--- config.mk ---
export PLATFORM = sky130hd
export DESIGN_NAME = chtl_ctrl
export DESIGN_NICKNAME = d
export VERILOG_FILES = /design/src/hw/rtl/chtl_pkg.sv /design/src/hw/rtl/chtl_ctrl.sv
export SDC_FILE = /design/constraint.sdc
export NUM_CORES = 1
export LEC_CHECK = 0
export BUFFER_PORTS_ARGS = -buffer_cell sky130_fd_sc_hd__buf_2
export CORE_AREA = 3 3 40 42
export CTS_CLUSTER_DIAMETER = 80
export DETAILED_ROUTE_END_ITERATION = 6
export DIE_AREA = 0 0 43 45
export PLACE_DENSITY_LB_ADDON = 0.3
export SYNTH_ARGS = -nofsm -noshare
export SYNTH_HDL_FRONTEND = slang
export SYNTH_SLANG_ARGS = --single-unit
--- constraint.sdc ---
create_clock -name aclk -period 3.1 [get_ports aclk]
set_input_delay 0.775 -clock aclk [delete_from_list [all_inputs] [get_ports aclk]]
set_output_delay 0.775 -clock aclk [all_outputs]
set_load 0.05 [all_outputs]
--- src/hw/rtl/chtl_pkg.sv ---
`timescale 1ns / 1ps
// ----------------------------------------------------------------------------
// chtl_pkg
// Shared types and codes for the chained hash table lookup/insert block.
// ----------------------------------------------------------------------------
package chtl_pkg;

    localparam int KEY_W    = 32;
    localparam int OUT_IDX_W = 12;

    // Operation codes
    localparam logic [1:0] OP_LOOKUP = 2'd0;
    localparam logic [1:0] OP_INSERT = 2'd1;
    localparam logic [1:0] OP_CLEAR  = 2'd2;

    // Result status codes
    localparam logic [2:0] STS_FOUND     = 3'd0;
    localparam logic [2:0] STS_ABSENT    = 3'd1;
    localparam logic [2:0] STS_INSERTED  = 3'd2;
    localparam logic [2:0] STS_DUPLICATE = 3'd3;
    localparam logic [2:0] STS_OVERFLOW  = 3'd4;
    localparam logic [2:0] STS_CLEARED   = 3'd5;

    typedef struct packed {
        logic [1:0]       opcode;
        logic [KEY_W-1:0] key;
    } in_word_t;

    typedef struct packed {
        logic [2:0]           status;
        logic [OUT_IDX_W-1:0] entry_index;
        logic [OUT_IDX_W-1:0] bucket;
    } out_word_t;

    typedef enum logic [2:0] {
        ST_IDLE,
        ST_HASH,
        ST_HEAD_RD,
        ST_HEAD_CHK,
        ST_ENT_CHK,
        ST_COMMIT,
        ST_RESP,
        ST_INIT
    } chtl_state_t;

    // Controller to datapath
    typedef struct packed {
        logic sweep;
        logic load;
        logic head_chk;
        logic ent_chk;
        logic commit;
        logic out_load;
    } chtl_cmd_t;

    // Datapath to controller
    typedef struct packed {
        logic sweep_done;
        logic in_clear;
        logic hash_done;
        logic head_empty;
        logic walk_done;
        logic out_free;
    } chtl_stat_t;

endpackage

--- src/hw/rtl/chtl_ctrl.sv ---
`timescale 1ns / 1ps
// ----------------------------------------------------------------------------
// chtl_ctrl
// Sequencer: head sweep after reset, hash, head read, chain walk, commit and
// hand-off of the result.
// ----------------------------------------------------------------------------
module chtl_ctrl (
    input  logic                 aclk,
    input  logic                 aresetn,
    input  logic                 s_valid,
    output logic                 s_ready,
    input  chtl_pkg::chtl_stat_t stat,
    output chtl_pkg::chtl_cmd_t  cmd
);
    import chtl_pkg::*;

    chtl_state_t state_reg, state_next;
    logic        accept;

    assign accept = s_valid && (state_reg == ST_IDLE);

    // Next state
    always_comb begin
        state_next = state_reg;
        case (state_reg)
            ST_INIT: begin
                if (stat.sweep_done) begin
                    state_next = ST_IDLE;
                end
            end
            ST_IDLE: begin
                if (accept) begin
                    state_next = stat.in_clear ? ST_COMMIT : ST_HASH;
                end
            end
            ST_HASH: begin
                if (stat.hash_done) begin
                    state_next = ST_HEAD_RD;
                end
            end
            ST_HEAD_RD:  state_next = ST_HEAD_CHK;
            ST_HEAD_CHK: state_next = stat.head_empty ? ST_COMMIT : ST_ENT_CHK;
            ST_ENT_CHK: begin
                if (stat.walk_done) begin
                    state_next = ST_COMMIT;
                end
            end
            ST_COMMIT: state_next = ST_RESP;
            ST_RESP: begin
                if (stat.out_free) begin
                    state_next = ST_IDLE;
                end
            end
            default: state_next = ST_IDLE;
        endcase
    end

    // Outputs
    always_comb begin
        cmd          = '0;
        s_ready      = 1'b0;
        case (state_reg)
            ST_INIT:     cmd.sweep = 1'b1;
            ST_IDLE: begin
                s_ready  = 1'b1;
                cmd.load = accept;
            end
            ST_HEAD_CHK: cmd.head_chk = !stat.head_empty;
            ST_ENT_CHK:  cmd.ent_chk  = 1'b1;
            ST_COMMIT:   cmd.commit   = 1'b1;
            ST_RESP:     cmd.out_load = stat.out_free;
            default: begin
                cmd = '0;
            end
        endcase
    end

    always_ff @(posedge aclk) begin
        if (!aresetn) begin
            state_reg <= ST_INIT;
        end else begin
            state_reg <= state_next;
        end
    end

endmodule
=== Yosys cells after proc, flatten, opt, wreduce, memory -nomap -nowiden ===
Cells that the tools add are included.

* Add/sub/neg operators: 0
* Divide/modulo/power cells: 0
* Multiplexer cells: 15
* Magnitude comparators: 0
* Multipliers: 0
* Bitwise gates (word level): 0
* Shift operators: 0
* Reduce and logical (&&, ||, !) cells: 4
* Eq/ne operators: 12

{| class="wikitable"
|+ Operators by type and width
! kind !! number
|-
| $pmux 3 s8 || 1
|-
| $mux 3 || 6
|-
| $eq 3x3->1 const B || 4
|-
| $ne 2x2->1 const B || 5
|-
| $mux 1 || 8
|-
| $eq 3x2->1 const B || 2
|-
| $reduce_and 5->1 || 1
|-
| $eq 3x1->1 const B || 1
|-
| $logic_not 3->1 || 1
|-
| $logic_and 1x1->1 || 1
|-
| $logic_not 1->1 || 1
|}

* Output and inout port bits: 7
* Word-level logic and storage cells: 32
* Input port bits: 9
* Latch bits: 0
* ROM bits: 0
* Memory bits (writable): 0
* Memories kept: 0
* Register bits: 3

=== Longest topological paths before layout ===
* Depth in word-level cells: 4
* Mapped depth: 5
* Gate-level depth less buffers: 4

=== Least setup slack after synthesis ===
Ideal clock, no wire load.

* Path type: register to output
* Start point: register state_reg[2]
* End point: output port cmd[4] in the netlist's numbering
* Path buffers: 1
* Arrival: 2.170 ns
* Setup slack: 0.155 ns
* Stages on the path, launching flop included: 4
* Data required time: 2.325 ns
* Cell sequence: dfxtp_1 -> clkbuf_1 -> nor3_1 -> and2_1

{| class="wikitable"
|+ RTL lines
! what !! line !! text
|-
| from (decl) || chtl_ctrl.sv:17 || <nowiki>chtl_state_t state_reg, state_next;</nowiki>
|-
| from (signal assigned) || chtl_ctrl.sv:82 || <nowiki>state_reg <= state_next;</nowiki>
|-
| to (decl) || chtl_ctrl.sv:13 || <nowiki>output chtl_pkg::chtl_cmd_t cmd</nowiki>
|}

==> out/qor.yml <==
clocking:
  post_cts_buffers: 0
  clk_pin_slew_ps: 40
  htreeDepth: 1
  clk-insertion-delay-late_ps: 240
  cts_sinks: 3
  ctsHoldBuffers: 0
  cts_root_buf: "clkbuf_4"
  cts.repair.resized: 0
  cts_made_buffers: 3
  cts_tree: "built"
  cts_max_path_buffers: 2
setup_path:
  path_max_fanout: 3
  cp.arrival_ps: 1450
  max_stage_delay_ps: 260
  worstPathRequired_ps: 2320
  slowest_stage: "buf_2"
  crit_path_start_kind: "input pin"
  crit_chain: "buf_2 > nor2b_1 > nor2b_1 > buf_2"
  path_class: "input pin to output port"
  worst_setup_path_end_kind: "output port"
  critPathTopFamily: "simple AND/OR/NAND/NOR gates"
  critPathBufInv: 2
timing:
  slew_violations: 0
  setup-violations-final: 0
  timing.setup.tns_ps: 0
  rsz0062_at_grt: "false"
  worst_pin_slew_ps: 427
  relSlewSlack_pct: 71.5
  max_clock_freq_mhz: 450
  timing.final.crit_share_pct: 71.7
  timing.final.hold_violations: 0
  finClkSkew_ps: 6.31
  final.min_clock_period_ps: 2220
grt:
  first_global_vias: 257
  antenna_found_initial: 0
  overflow: 0
  grt_usage_pct: 7.40
  grt_start_max_net_pins: 15
  grt_pass1_wl_mm: 1.04
placed_design:
  portBuffers: 15
  dpl.hpwl_um: 543
  place_congestion: 0.668
routing:
  dr.pass1.iters: 4
  vias: 313
  drt-total-wl_um: 701
  initialDrtViolationCount: 7
  wl_per_cell_um: 10.2
  routed_via_density: 4.54
  postRouteAntennaNets: 0
  drc: 0
floorplan:
  design.core.area_mm2: 0.00128
  rows: 13
  die_area_mm2: 0.00194
  start_util_pct: 20.4
  ios: 16
  die_w_um: 43
  die-height_um: 45
synthesis:
  ys.flop_type: "dfxtp_1"
  async_reset_ff_share_pct: 0
  synth-seq-cells: 3
  syn_avg_cell_area_um2: 6.91
  yosysSeqAreaShare_pct: 22.9
  synth_area_leaders: "dfxtp_1 (23%), nand2_1 (10%), o221ai_1 (10%), nor2b_1 (9.5%), nor3_1 (5.7%)"
  yosysMostFrequentCell: "nand2_1"
  synth_commonest_cells: "nand2_1 (7), nor2b_1 (4)"
  syn-instance-count: 38
  synth_edf_count: 0
  synth_top_cell_by_area: "dfxtp_1"
  syn_area_um2: 263
  netlist.area_leader.share_pct: 22.9
  synth_nets: 47
  yosysWarnings: 0
  ys_types: 18
layout:
  nFillCells: 158
  multiInputGateArea_um2: 181
  fin_util_pct: 28.7
  antenna_cells: 0
  layout-area-overhead-vs-synth_pct: 40.5
  drive_above_1_share_pct: 37.0
  nNetsFinal: 64
  final-seq-area_um2: 60.1
  largest_reg_flops: 3
outcome:
  status: "complete, no violations"
flow_run:
  maxCapViolations: 0
power_and_ir_drop:
  power_density_mw_per_mm2: 1010
  p_leak_nw: 0.188
  finalPower_w: 0.000374
  peakVddDrop_mv: 0.264
min_path:
  min_path_type: "flop to flop"
## worst reg2reg max path, stage by stage (launching register included)
cell and delay [ps]:
dfxtp_1 570, nor2b_1 110, a2111oi_2 410, a311oi_1 110, mux2_1 330
## stage by stage
stage | hold slack, ps | area, um2 | worst slack [ps] | std cells
6_report | 702 | 369 | 878 | 69
5_1_grt | 755 | 369 | 773 | 69
4_1_cts | 704 | 369 | 867 | 69
3_5_place_dp | 698 | 343 | 867 | 65
3_3_place_gp | 714 | 343 | 859 | 65
2_1_floorplan | 615 | 263 | 155 | 38
## path summary, 6_finish.rpt
| kind | start | endpoint | cells past startpoint | slack (ps) |
|---|---|---|---|---|
| max | stat[0] | cmd[0] | 4 | 880 |
| min reg2reg | state_reg[0] | state_reg[0] | 2 | 700 |
| max reg2reg | state_reg[2] | state_reg[2] | 4 | 1450 |
| min | state_reg[0] | state_reg[0] | 2 | 700 |
## layout make-up
class                           count  share of cell area (%)
Clock buffer                        4                    7.12
Inverter                            2                    2.03
Multi-Input combinational cell     30                    49.2
Sequential cell                     3                    16.3
Tap cell                           15                    5.08
Timing Repair Buffer               15                    20.3
## cells by family after synthesis
logic type	Yosys count	synth area share, %
AO/OA/AOI/OAI	8	25.7
AND/OR/NAND/NOR	21	39.0
flip-flops	3	22.9
buffers and inverters	5	8.09
multiplexers	1	4.29
## metal layers
| metal | track usage [%] | vias up | share of wire (%) | wire [um] |
|---|---|---|---|---|
| li1 | - | 169 | - | - |
| met1 | 9.11 | 129 | 47 | 329 |
| met2 | 10.5 | 13 | 42 | 293 |
| met3 | 0.398 | 2 | 8.7 | 61 |
| met4 | 9.04 | 0 | 2.4 | 17 |
| met5 | 0 | - | 0 | 0 |
## cell usage in the layout, fill, tap and decap left out, drive strengths merged
cell type,n
buf,15
nand2,7
nor2b,4
clkbuf,4
nor3,3
nor2,3
o221ai,3
dfxtp,3
and3,2
a21oi,2
inv,2
and2,1
nand2b,1
a211oi,1
a2111oi,1
a311oi,1
mux2,1
## report_power, final
part	internal, W	switching, W	total [W]
combinational	0.0000662	0.000137	0.000203
sequential	0.0000544	0.0000439	0.0000984
clock	0.0000485	0.0000239	0.0000723
total	0.000169	0.000205	0.000374
Power figures use the tool's default switching activity.
